===== config.mk =====
export PLATFORM = sky130hd
export DESIGN_NAME = circular_deque_top_flat
export DESIGN_NICKNAME = d
export VERILOG_FILES = /design/src/cdq_pkg.sv /design/src/cdq_if.sv /design/src/cdq_ram.sv /design/src/circular_deque_top.sv /design/src/flat_wrapper.sv
export VERILOG_INCLUDE_DIRS = /design/src /design/src/src
export SDC_FILE = /design/constraint.sdc
export NUM_CORES = 1
export LEC_CHECK = 0
export BUFFER_PORTS_ARGS = -buffer_cell sky130_fd_sc_hd__buf_4
export CAP_MARGIN = 20
export CORE_MARGIN = 3
export CORE_UTILIZATION = 62
export DETAILED_ROUTE_END_ITERATION = 7
export GPL_ROUTABILITY_DRIVEN = 1
export HOLD_SLACK_MARGIN = 0.08
export PLACE_DENSITY = 0.8
export SLEW_MARGIN = 20
export SYNTH_ARGS = -nofsm -noshare
export SYNTH_HDL_FRONTEND = slang
export SYNTH_SLANG_ARGS = --single-unit

===== constraint.sdc =====
create_clock -name clock -period 5.82 [get_ports clock]
set_input_delay 0.873 -clock clock [delete_from_list [all_inputs] [get_ports clock]]
set_output_delay 0.873 -clock clock [all_outputs]
set_load 0.05 [all_outputs]

===== src/circular_deque_top_macros.svh =====
// ----------------------------------------------------------------------------
// Circular deque assertion macros
// Shorthand for the concurrent checks used in the deque RTL.
// ----------------------------------------------------------------------------
`ifndef CIRCULAR_DEQUE_TOP_MACROS_SVH
`define CIRCULAR_DEQUE_TOP_MACROS_SVH

// Condition holds at every clock edge outside reset.
`define CDQ_ASSERT_ALWAYS(label, clk, rst, cond, msg) \
   label: assert property (@(posedge clk) disable iff (rst) (cond)) else $error(msg);

// Consequent holds in the same cycle as the antecedent.
`define CDQ_ASSERT_IMP(label, clk, rst, ante, cons, msg) \
   label: assert property (@(posedge clk) disable iff (rst) (ante) |-> (cons)) \
      else $error(msg);

// Consequent holds in the cycle after the antecedent.
`define CDQ_ASSERT_NXT(label, clk, rst, ante, cons, msg) \
   label: assert property (@(posedge clk) disable iff (rst) (ante) |=> (cons)) \
      else $error(msg);

`endif


===== src/cdq_pkg.sv =====
// ----------------------------------------------------------------------------
// cdq_pkg
// Types and fixed widths shared by the circular deque RTL.
// ----------------------------------------------------------------------------
package cdq_pkg;

   localparam int DATA_W    = 32;
   localparam int OP_W      = 3;
   localparam int STATUS_W  = 2;
   localparam int CAP_W     = 5;
   localparam int CAP_RESET = 16;

   typedef enum logic [OP_W-1:0] {
      OP_INS_REAR  = 3'd0,
      OP_REM_REAR  = 3'd1,
      OP_REM_FRONT = 3'd2,
      OP_INS_FRONT = 3'd3,
      OP_RD_FRONT  = 3'd4,
      OP_RD_REAR   = 3'd5
   } op_type;

   typedef enum logic [STATUS_W-1:0] {
      ST_DONE  = 2'd0,
      ST_FULL  = 2'd1,
      ST_EMPTY = 2'd2
   } status_type;

   // Result held while the store read completes.
   typedef struct packed {
      status_type       status;
      logic [CAP_W-1:0] occupancy;
      logic             use_mem;
   } pend_type;

endpackage


===== src/cdq_if.sv =====
// ----------------------------------------------------------------------------
// cdq_if
// Valid/ready channels of the circular deque: request, response and CSR.
// ----------------------------------------------------------------------------
interface cdq_req_if;
   import cdq_pkg::*;

   logic                     valid;
   logic                     ready;
   logic [OP_W-1:0]          op;
   logic signed [DATA_W-1:0] data_in;

   modport source (output valid, op, data_in, input ready);
   modport sink   (input valid, op, data_in, output ready);
endinterface

interface cdq_rsp_if;
   import cdq_pkg::*;

   logic                     valid;
   logic                     ready;
   logic [STATUS_W-1:0]      status;
   logic signed [DATA_W-1:0] data_out;
   logic [CAP_W-1:0]         occupancy;

   modport source (output valid, status, data_out, occupancy, input ready);
   modport sink   (input valid, status, data_out, occupancy, output ready);
endinterface

interface cdq_csr_if;
   import cdq_pkg::*;

   logic             valid;
   logic             ready;
   logic [CAP_W-1:0] wdata;

   modport source (output valid, wdata, input ready);
   modport sink   (input valid, wdata, output ready);
endinterface


===== src/cdq_ram.sv =====
// ----------------------------------------------------------------------------
// cdq_ram
// Generic single-write, single-read synchronous RAM with registered read.
// ----------------------------------------------------------------------------
module cdq_ram #(
   parameter int WIDTH = 32,
   parameter int DEPTH = 16
) (
   input  logic                     clock,
   input  logic                     wr_en,
   input  logic [$clog2(DEPTH)-1:0] wr_addr,
   input  logic [WIDTH-1:0]         wr_data,
   input  logic                     rd_en,
   input  logic [$clog2(DEPTH)-1:0] rd_addr,
   output logic [WIDTH-1:0]         rd_data
);

   logic [WIDTH-1:0] mem_ff [DEPTH];
   logic [WIDTH-1:0] rd_data_ff;

   always_ff @(posedge clock) begin
      if (wr_en) begin
         mem_ff[wr_addr] <= wr_data;
      end
      if (rd_en) begin
         rd_data_ff <= mem_ff[rd_addr];
      end
   end

   assign rd_data = rd_data_ff;

endmodule


===== src/circular_deque_top.sv =====
// ----------------------------------------------------------------------------
// circular_deque_top
// Double-ended queue of signed 32-bit words in a circular slot memory.
// ----------------------------------------------------------------------------
// Usage:
//   req_ch  : one request per handshake: op (insert rear/front, remove
//             rear/front, read front/rear) and data_in for inserts.
//   rsp_ch  : one response per request, in order: status (done, full,
//             empty), data_out (removed or read word, else zero) and the
//             occupancy after the operation.
//   csr_ch  : writes capacity_in_use (0 acts as 1, above DEPTH acts as
//             DEPTH). A write empties the deque; slot contents are kept.
//             Write only while no request is in flight.
// Throughput is one request per cycle while the receiver keeps up: head,
// tail and count update at acceptance, and each request makes at most one
// read or write on the slot memory. A response passes through the
// registered memory read and pending stage, then the response register.
// Reset empties the deque and sets the capacity to 16. Slots read nothing
// defined until written; only occupied slots are ever read.
// When the receiver stalls, the response register holds, the pending stage
// behind it fills, and req_ch.ready drops until the pending result moves.
// ----------------------------------------------------------------------------
`include "circular_deque_top_macros.svh"

module circular_deque_top #(
   parameter int DEPTH = 16
) (
   input logic      clock,
   input logic      reset,
   cdq_req_if.sink  req_ch,
   cdq_rsp_if.source rsp_ch,
   cdq_csr_if.sink  csr_ch
);
   import cdq_pkg::*;

   localparam int IDX_W = $clog2(DEPTH);
   localparam int CW    = ((IDX_W > CAP_W) ? IDX_W : CAP_W) + 1;

   logic [CAP_W-1:0]  cap_ff, cap_in, cap_eff;
   logic [IDX_W-1:0]  head_ff, head_in, tail_ff, tail_in;
   logic [CAP_W-1:0]  count_ff, count_in;
   logic              pend_valid_ff, pend_valid_in;
   pend_type          pend_ff, pend_in;
   logic              rsp_valid_ff, rsp_valid_in;
   status_type        rsp_status_ff, rsp_status_in;
   logic [DATA_W-1:0] rsp_data_ff, rsp_data_in;
   logic [CAP_W-1:0]  rsp_occ_ff, rsp_occ_in;

   logic              req_fire, csr_fire, pend_move;
   op_type            op;
   logic              wr_en, rd_en;
   logic [IDX_W-1:0]  wr_addr, rd_addr;
   logic [DATA_W-1:0] rd_data;
   logic [IDX_W-1:0]  head_inc, head_dec, tail_inc, tail_dec;

   // Wrap an index forward or back within the effective capacity.
   function automatic logic [IDX_W-1:0] wrap_inc(input logic [IDX_W-1:0] idx,
                                                 input logic [CAP_W-1:0] cap);
      logic [CW-1:0] nxt;
      nxt = CW'(idx) + CW'(1);
      return (nxt >= CW'(cap)) ? '0 : nxt[IDX_W-1:0];
   endfunction

   function automatic logic [IDX_W-1:0] wrap_dec(input logic [IDX_W-1:0] idx,
                                                 input logic [CAP_W-1:0] cap);
      logic [CW-1:0] top;
      top = CW'(cap) - CW'(1);
      return (idx == '0) ? top[IDX_W-1:0] : idx - IDX_W'(1);
   endfunction

   cdq_ram #(
      .WIDTH (DATA_W),
      .DEPTH (DEPTH)
   ) u_slots (
      .clock   (clock),
      .wr_en   (wr_en),
      .wr_addr (wr_addr),
      .wr_data (req_ch.data_in),
      .rd_en   (rd_en),
      .rd_addr (rd_addr),
      .rd_data (rd_data)
   );

   always_comb begin
      if (cap_ff == '0) begin
         cap_eff = CAP_W'(1);
      end else if (int'(cap_ff) > DEPTH) begin
         cap_eff = CAP_W'(DEPTH);
      end else begin
         cap_eff = cap_ff;
      end
   end

   assign op        = op_type'(req_ch.op);
   assign pend_move = pend_valid_ff && (!rsp_valid_ff || rsp_ch.ready);
   assign req_ch.ready = !pend_valid_ff || pend_move;
   assign req_fire  = req_ch.valid && req_ch.ready;
   assign csr_ch.ready = 1'b1;
   assign csr_fire  = csr_ch.valid;

   assign head_inc = wrap_inc(head_ff, cap_eff);
   assign head_dec = wrap_dec(head_ff, cap_eff);
   assign tail_inc = wrap_inc(tail_ff, cap_eff);
   assign tail_dec = wrap_dec(tail_ff, cap_eff);

   // Request decode: index/count update and at most one memory access.
   always_comb begin
      logic [IDX_W-1:0] h, t;
      logic [CAP_W-1:0] c;
      logic             do_wr, do_rd;
      logic [IDX_W-1:0] wa, ra;
      status_type       st;

      h     = head_ff;
      t     = tail_ff;
      c     = count_ff;
      do_wr = 1'b0;
      do_rd = 1'b0;
      wa    = '0;
      ra    = head_ff;
      st    = ST_DONE;

      case (op)
         OP_INS_REAR, OP_INS_FRONT: begin
            if (count_ff >= cap_eff) begin
               st = ST_FULL;
            end else begin
               do_wr = 1'b1;
               c     = count_ff + CAP_W'(1);
               if (count_ff == '0) begin
                  h  = '0;
                  t  = '0;
                  wa = '0;
               end else if (op == OP_INS_REAR) begin
                  t  = tail_inc;
                  wa = tail_inc;
               end else begin
                  h  = head_dec;
                  wa = head_dec;
               end
            end
         end
         OP_REM_REAR, OP_REM_FRONT: begin
            if (count_ff == '0) begin
               st = ST_EMPTY;
            end else begin
               do_rd = 1'b1;
               ra    = (op == OP_REM_REAR) ? tail_ff : head_ff;
               c     = count_ff - CAP_W'(1);
               if (count_ff == CAP_W'(1)) begin
                  h = '0;
                  t = '0;
               end else if (op == OP_REM_REAR) begin
                  t = tail_dec;
               end else begin
                  h = head_inc;
               end
            end
         end
         OP_RD_FRONT, OP_RD_REAR: begin
            if (count_ff == '0) begin
               st = ST_EMPTY;
            end else begin
               do_rd = 1'b1;
               ra    = (op == OP_RD_FRONT) ? head_ff : tail_ff;
            end
         end
         default: begin
            st = ST_DONE;
         end
      endcase

      wr_en   = req_fire && do_wr;
      rd_en   = req_fire && do_rd;
      wr_addr = wa;
      rd_addr = ra;

      cap_in   = cap_ff;
      head_in  = head_ff;
      tail_in  = tail_ff;
      count_in = count_ff;
      if (csr_fire) begin
         // A capacity write empties the deque.
         cap_in   = csr_ch.wdata;
         head_in  = '0;
         tail_in  = '0;
         count_in = '0;
      end else if (req_fire) begin
         head_in  = h;
         tail_in  = t;
         count_in = c;
      end

      pend_in.status    = st;
      pend_in.occupancy = c;
      pend_in.use_mem   = do_rd;
   end

   // Pending stage and response register.
   always_comb begin
      pend_valid_in = pend_valid_ff;
      if (req_fire) begin
         pend_valid_in = 1'b1;
      end else if (pend_move) begin
         pend_valid_in = 1'b0;
      end

      rsp_valid_in  = rsp_valid_ff;
      rsp_status_in = rsp_status_ff;
      rsp_data_in   = rsp_data_ff;
      rsp_occ_in    = rsp_occ_ff;
      if (pend_move) begin
         rsp_valid_in  = 1'b1;
         rsp_status_in = pend_ff.status;
         rsp_data_in   = pend_ff.use_mem ? rd_data : '0;
         rsp_occ_in    = pend_ff.occupancy;
      end else if (rsp_ch.ready) begin
         rsp_valid_in = 1'b0;
      end
   end

   always_ff @(posedge clock) begin
      if (reset) begin
         cap_ff        <= CAP_W'(CAP_RESET);
         head_ff       <= '0;
         tail_ff       <= '0;
         count_ff      <= '0;
         pend_valid_ff <= 1'b0;
         rsp_valid_ff  <= 1'b0;
      end else begin
         cap_ff        <= cap_in;
         head_ff       <= head_in;
         tail_ff       <= tail_in;
         count_ff      <= count_in;
         pend_valid_ff <= pend_valid_in;
         rsp_valid_ff  <= rsp_valid_in;
      end
   end

   always_ff @(posedge clock) begin
      if (req_fire) begin
         pend_ff <= pend_in;
      end
      rsp_status_ff <= rsp_status_in;
      rsp_data_ff   <= rsp_data_in;
      rsp_occ_ff    <= rsp_occ_in;
   end

   assign rsp_ch.valid     = rsp_valid_ff;
   assign rsp_ch.status    = rsp_status_ff;
   assign rsp_ch.data_out  = $signed(rsp_data_ff);
   assign rsp_ch.occupancy = rsp_occ_ff;

   `CDQ_ASSERT_ALWAYS(a_count_le_cap, clock, reset, count_ff <= cap_eff, "count above capacity")
   `CDQ_ASSERT_ALWAYS(a_idx_in_cap, clock, reset,
      (CW'(head_ff) < CW'(cap_eff)) && (CW'(tail_ff) < CW'(cap_eff)), "index beyond capacity")
   `CDQ_ASSERT_IMP(a_empty_idx, clock, reset, count_ff == '0,
      (head_ff == '0) && (tail_ff == '0), "empty deque with nonzero index")
   `CDQ_ASSERT_NXT(a_pend_hold, clock, reset, pend_valid_ff && !pend_move,
      pend_valid_ff && $stable(pend_ff) && $stable(rd_data), "stalled pending result changed")

endmodule


===== src/flat_wrapper.sv =====
// flat-port wrapper written by rule: the top's interface ports become plain ports
module circular_deque_top_flat import cdq_pkg::*;
#(
   parameter int DEPTH = 16
)
  (clock, reset, req_ch_valid, req_ch_op, req_ch_data_in, req_ch_ready, rsp_ch_valid, rsp_ch_status, rsp_ch_data_out, rsp_ch_occupancy, rsp_ch_ready, csr_ch_valid, csr_ch_wdata, csr_ch_ready);
  cdq_req_if req_ch_i ();
  cdq_rsp_if rsp_ch_i ();
  cdq_csr_if csr_ch_i ();
  input logic clock;
  input logic reset;
  input wire logic [$bits(req_ch_i.valid)-1:0] req_ch_valid;
  input wire logic [$bits(req_ch_i.op)-1:0] req_ch_op;
  input wire logic [$bits(req_ch_i.data_in)-1:0] req_ch_data_in;
  output wire logic [$bits(req_ch_i.ready)-1:0] req_ch_ready;
  output wire logic [$bits(rsp_ch_i.valid)-1:0] rsp_ch_valid;
  output wire logic [$bits(rsp_ch_i.status)-1:0] rsp_ch_status;
  output wire logic [$bits(rsp_ch_i.data_out)-1:0] rsp_ch_data_out;
  output wire logic [$bits(rsp_ch_i.occupancy)-1:0] rsp_ch_occupancy;
  input wire logic [$bits(rsp_ch_i.ready)-1:0] rsp_ch_ready;
  input wire logic [$bits(csr_ch_i.valid)-1:0] csr_ch_valid;
  input wire logic [$bits(csr_ch_i.wdata)-1:0] csr_ch_wdata;
  output wire logic [$bits(csr_ch_i.ready)-1:0] csr_ch_ready;
  assign req_ch_i.valid = req_ch_valid;
  assign req_ch_i.op = req_ch_op;
  assign req_ch_i.data_in = req_ch_data_in;
  assign req_ch_ready = req_ch_i.ready;
  assign rsp_ch_valid = rsp_ch_i.valid;
  assign rsp_ch_status = rsp_ch_i.status;
  assign rsp_ch_data_out = rsp_ch_i.data_out;
  assign rsp_ch_occupancy = rsp_ch_i.occupancy;
  assign rsp_ch_i.ready = rsp_ch_ready;
  assign csr_ch_i.valid = csr_ch_valid;
  assign csr_ch_i.wdata = csr_ch_wdata;
  assign csr_ch_ready = csr_ch_i.ready;
  circular_deque_top #(.DEPTH(DEPTH)) u_core (.clock(clock), .reset(reset), .req_ch(req_ch_i), .rsp_ch(rsp_ch_i), .csr_ch(csr_ch_i));
endmodule

==> results of run 1 <==
-- stage by stage --
step | hold WS [ns] | util [%] | instance area (µm²) | setup WS [ns] | power, mW
CTS | 0.4175 | 71.94 | 28000 | 1.327 | 9.026
floorplan | 0.4003 | - | 24560 | 1.467 | 5.172
global placement | 0.4031 | 66.49 | 25880 | 1.387 | 5.307
finish | 0.4180 | 71.95 | 28000 | 1.284 | 8.993
global route | 0.4298 | 71.95 | 28000 | 1.095 | 9.229
detailed placement | 0.4052 | 67.09 | 26110 | 1.368 | 5.323
-- worst paths after layout --
path	startpoint	slack, ns	to	cells after the start
setup / recovery	u_core.tail_ff[0]$_SDFFE_PP0P_	1.28	u_core.u_slots.mem_ff[6][7]$_DFFE_PP_	10
hold reg to reg	u_core.pend_ff[3]$_DFFE_PP_	0.42	u_core.rsp_ch.occupancy[2]$_DFFE_PP_	0
setup reg to reg	u_core.tail_ff[0]$_SDFFE_PP0P_	1.28	u_core.u_slots.mem_ff[6][7]$_DFFE_PP_	10
hold / removal	u_core.pend_ff[3]$_DFFE_PP_	0.42	u_core.rsp_ch.occupancy[2]$_DFFE_PP_	0
-- synth_stat cells, types with 10 or more instances --
master / instances / area, µm²
or4_1: 34 / 255.2
o22ai_1: 128 / 800.8
buf_4: 10 / 75.07
a211oi_1: 17 / 127.6
o21ai_0: 17 / 85.08
clkbuf_1: 25 / 93.84
nor3_1: 15 / 75.07
a21oi_1: 14 / 70.07
buf_2: 15 / 75.07
nor2_1: 45 / 168.9
nand3_1: 16 / 80.08
ha_1: 21 / 262.8
mux2i_1: 263 / 2633
edfxtp_1: 591 / 17750
inv_1: 22 / 82.58
buf_6: 25 / 281.5
dfxtp_1: 20 / 400.4
and2_1: 34 / 212.7
nand2_1: 26 / 97.59
-- sequential cells by signal, summed over array words and instances, names as in the netlist, 4 cells and up --
signal	count
u_core.head_ff	4
u_core.u_slots.rd_data	32
u_core.u_slots.mem_ff	512
u_core.pend_ff	8
u_core.cap_ff	5
u_core.rsp_ch.occupancy	5
u_core.count_ff	5
u_core.rsp_ch.data_out	32
u_core.tail_ff	4
-- cell type report --
class / count / share of cell area [%]
diodes: 1 / 0.008937
clock buffers: 75 / 5.411
clock inverters: 30 / 1.336
inverters: 22 / 0.2949
multi-input cells: 739 / 21.45
flip-flops and latches: 611 / 64.81
well taps: 518 / 2.315
repair buffers: 126 / 4.370
-- per-layer routing --
metal  vias up  wire (µm)  track usage, %
li1       6017          -               -
met1      6914      22690           37.71
met2       626      26920           42.85
met3       135       3737           3.687
met4         2       1715           9.836
met5         -         14               0
-- kinds of logic after synthesis --
| family | count (synthesis) | synth area share [%] |
|---|---|---|
| AOI/OAI and AO/OA | 228 | 6.459 |
| muxes | 264 | 10.81 |
| adders and majority gates | 23 | 1.151 |
| and+or+nand+nor | 213 | 4.854 |
| xor gates and xnor gates | 10 | 0.3565 |
| other | 1 | 0.01527 |
| DFF | 611 | 73.88 |
| buffers and inverters | 97 | 2.476 |
-- power by group --
part | switching [mW] | total (mW) | internal [mW]
combinational | 0.243 | 0.363 | 0.121
clock | 1.57 | 3.76 | 2.19
sequential | 0.0168 | 4.87 | 4.85
==> metrics, run 1 <==
IO buf count 85; maximum clock rate 220.5 MHz; Worst path max stage delay 0.69 ns; H-tree depth 2; Buf/Inv on CP 1; synth-to-layout area growth 13.99%; largest net degree at the start of global routing 40; Worst Clk Skew 0.02520 ns; Root Buffer clkbuf_16; CTS clk-pin slew, worst paths 0.07 ns; Worst slew margin 25.19%; Async S/R FF share, synth 0%; sequential area share after synthesis 73.88%; vias per cell 6.453; Post-Syn Nets 1513; DIE AREA 42040 µm²; min cycle time layout 4.536 ns; most common cell after layout, fill and taps aside edfxtp_1; total track usage 26.61%; Nets 1624; area taken by multi-input logic gates 6007 µm²; syn avg cell area 16.98 µm²; share of layout cells above drive strength 1 15.03%; TritonCTS clock tree yes; DRC 0; Worst VDD drop 0.2571 mV; vias post-DR 13690; Worst EP arrival 4.80 ns; Worst path top cell family by delay compound AO/OA/AOI/OAI gates; DRC violation total after the first TritonRoute iteration 1528; PD cells 321.2 nW/µm²; routed length per instance 25.95 µm; Mapped Area 24560 µm²; Die W 205.0 µm; chip height 205.0 µm; CP required 6.09 ns; # Post-CTS Setup Buffers 0; Sequential Area 18150 µm²; most frequent cells in the layout edfxtp_1, mux2i_1, o22ai_1; RSZ-0062 raised after global routing no; clock latency on the worst-skew pair 0.62 ns; hold buffers post-CTS 0; critical path, cell by cell ha_1, xor2_1, ha_1, a21oi_1, o21ai_0, maj3_1, a21oi_1, a32oi_1, nor2_4, buf_4; Rows 72; Sum Neg Setup Slack 0 ns; number of enable flip-flop cells after synthesis 591; Clock Path Buffers 3; final antenna-violating net count 0; worst hold path class flop to flop; top_reg_cell synth edfxtp_1; final hold violation count 0; Post-DP HPWL 32720 µm; first-pass GRT wire length 83030 µm; WL final 55080 µm; Period Utilization, post-route 77.93%; core area 38920 µm²; number of CTS-inserted buffers 58; GP Congestion 0.8799; Worst Setup End Kind flop; warnings from Yosys 0; non-filler cells, final 2122; worst-path maximum fanout 17; Initial Util 63.12%; final slew viol count 0; Least-Margin Pin Slew 1.099 ns; critical setup path kind flop to flop; vias in the first global route 13790; Mapped Cells 1447; fill count 2360; FF+latch count, synth 611; I/O pins 87; antenna violations before repair 2; Leakage 10.88 nW; Setup Viol. Count Final 0; placed cell count 2016; Synth cell types 67; # Max-Cap Violations 0; Slowest-stage cell, CP nor2_4; TritonRoute pass-1 iters 5; status completed; startpoint types flop; grt ovf 0; CTS Sinks 611; post-CTS sizing 0
No activity file was read; power rests on OpenSTA's default activity.
==> inputs of run 2 (changes only) <==
Settings changed: CORE_UTILIZATION 62 to 56, PLACE_DENSITY 0.8 to 0.76.
Clock period 5.82 ns to 4.07 ns, I/O delays scaled along.
==> run 2 against run 1 <==
Compared with the run above:
- global-route usage is 2.9 points lower
- cell count is 4.4% higher
- sequential share of layout area is 0.59 points lower
- highest routed layer unchanged
- worst setup slack worse by 0.96 ns
- largest power group unchanged
- die area is 10% higher
- clock skew is 0.0082 ns lower
- cell area is 0.92% higher
- wire length hardly changed
- non-clock buffer count is 25 higher
==> metrics, run 2 (synthesized netlist as in run 1, its figures left out) <==
Antenna Cells 0; fill count 2926; hold_sp reset; routed length per instance 24.84 µm; total power 12.88 mW; antenna violations before repair 1; Placed Area 26340 µm²; fin area 28260 µm²; Worst EP arrival 4.03 ns; Seq pwr share 54.0%; Post-DP HPWL 33610 µm; critical path, cell by cell ha_1, xor2_1, ha_1, a21oi_1, o21ai_0, maj3_1, a21oi_1, a32oi_1, nor2_4, buf_4; number of CTS-inserted buffers 58; TritonRoute pass-1 iters 5; Rows 76; WL final 55050 µm; vias per cell 6.146; chip height 215.4 µm; Die W 215.4 µm; share of layout cells above drive strength 1 16.37%; first-pass GRT wire length 83350 µm; Root Buffer clkbuf_16; status completed; CTS Sinks 611; reg-to-reg endpoint u_core.u_slots.mem_ff[5][31]$_DFFE_PP_; worst-path maximum fanout 20; DRC 0; final slew viol count 0; Combinational Power Share 4.2%; DIE AREA 46410 µm²; worst hold path class primary input to flop; most common cell after layout, fill and taps aside edfxtp_1; clock latency on the worst-skew pair 0.62 ns; Largest Register u_core.u_slots.mem_ff; R2R setup slack 0.32 ns; Sum Neg Setup Slack 0 ns; core area 43170 µm²; I/O pins 87; sw power 2.632 mW; DRC violation total after the first TritonRoute iteration 1534; Clock Path Buffers 3; Hold EP u_core.cap_ff[1]$_SDFFE_PP0P_; # Max-Cap Violations 0; final antenna-violating net count 0; Nets 1649; Period Utilization, post-route 92.08%; final hold violation count 0; Hold Path Cell Cnt 2; hold buffers post-CTS 0; startpoint types flop; critical setup path kind flop to flop; grt ovf 0; Worst path max stage delay 0.50 ns; post-CTS sizing 0; area taken by multi-input logic gates 6007 µm²; TritonCTS clock tree yes; Slowest-stage cell, CP dfxtp_1; H-tree depth 2; Setup Viol. Count Final 0; vias post-DR 13620; # Post-CTS Setup Buffers 0; CTS clk-pin slew, worst paths 0.06 ns; Least-Margin Pin Slew 0.9952 ns; RSZ-0062 raised after global routing no; r2r startpoint u_core.tail_ff[1]$_SDFFE_PP0P_; Sw Ratio 20.44%; max reg flops 512; clock network power share 41.8%; maximum clock rate 266.8 MHz; GP Congestion 0.9165; Sequential Area 18150 µm²; synth-to-layout area growth 15.04%; largest net degree at the start of global routing 53; PD cells 455.7 nW/µm²; Worst Setup End Kind flop; most frequent cells in the layout edfxtp_1, mux2i_1, buf_4; min cycle time layout 3.748 ns; Worst VDD drop 0.3484 mV; Worst Clk Skew 0.01703 ns; Worst slew margin 33.65%; IO buf count 85; Util after Layout 65.45%; vias in the first global route 13580; R2R cell count 10; worst hold slack 0.2348 ns; Leakage 11.01 nW; total track usage 23.70%; CP required 4.35 ns; internal power 10.25 mW; Initial Util 56.90%
[run 2: per-stage QoR]
stage | cells | setup WS, ns
final | 2216 | 0.3222
after floorplan | 1447 | -0.2835
after detailed placement | 2108 | 0.4022
after CTS | 2216 | 0.3821
after global placement | 2108 | 0.4426
after global routing | 2216 | 0.06896
[run 2: final cells by class]
class                           instances  share of cell area (%)
Clock buffer                           70                   5.446
Clock inverter                         38                   1.337
Inverter                               22                  0.2922
Multi-Input combinational cell        739                   21.26
Sequential cell                       611                   64.22
Tap cell                              585                   2.590
Timing Repair Buffer                  151                   4.853
[run 2: critical path: cells and delay by family (launching register included)]
family / cells / cell delay [ns]
and+or+nand+nor: 1 / 0.22
DFF: 1 / 0.50
xor gates and xnor gates: 1 / 0.25
AOI/OAI and AO/OA: 4 / 1.15
adders and majority gates: 3 / 0.99
buffers and inverters: 1 / 0.32
[run 2: power by group through the flow]
stage               clock network (mW)  registers, mW  logic, mW
finish                            5.38           6.96      0.539
global route                      5.70           6.96      0.579
CTS                               5.45           6.96      0.538
detailed placement                   0           7.09      0.535
global placement                     0           7.09      0.523
floorplan                            0           7.15      0.242
[run 2: worst max path at each step]
stage / from / endpoint / slack (ns) / cells after the start
after global routing: u_core.cap_ff[1]$_SDFFE_PP0P_ / u_core.u_slots.mem_ff[2][19]$_DFFE_PP_ / 0.07 / 11
after floorplan: u_core.tail_ff[0]$_SDFFE_PP0P_ / u_core.u_slots.mem_ff[0][0]$_DFFE_PP_ / -0.28 / 10
after global placement: u_core.tail_ff[1]$_SDFFE_PP0P_ / u_core.u_slots.mem_ff[4][17]$_DFFE_PP_ / 0.44 / 10
after CTS: u_core.tail_ff[1]$_SDFFE_PP0P_ / u_core.u_slots.mem_ff[5][30]$_DFFE_PP_ / 0.38 / 10
after detailed placement: u_core.tail_ff[1]$_SDFFE_PP0P_ / u_core.u_slots.mem_ff[5][27]$_DFFE_PP_ / 0.40 / 10
final: u_core.tail_ff[1]$_SDFFE_PP0P_ / u_core.u_slots.mem_ff[5][31]$_DFFE_PP_ / 0.32 / 10
[run 2: metal layers]
metal / global-route usage (%) / vias up / wire length (µm)
li1: - / 6080 / -
met1: 33.26 / 6833 / 22650
met2: 37.59 / 604 / 26490
met3: 5.224 / 101 / 4425
met4: 7.579 / 2 / 1463
met5: 0 / - / 20
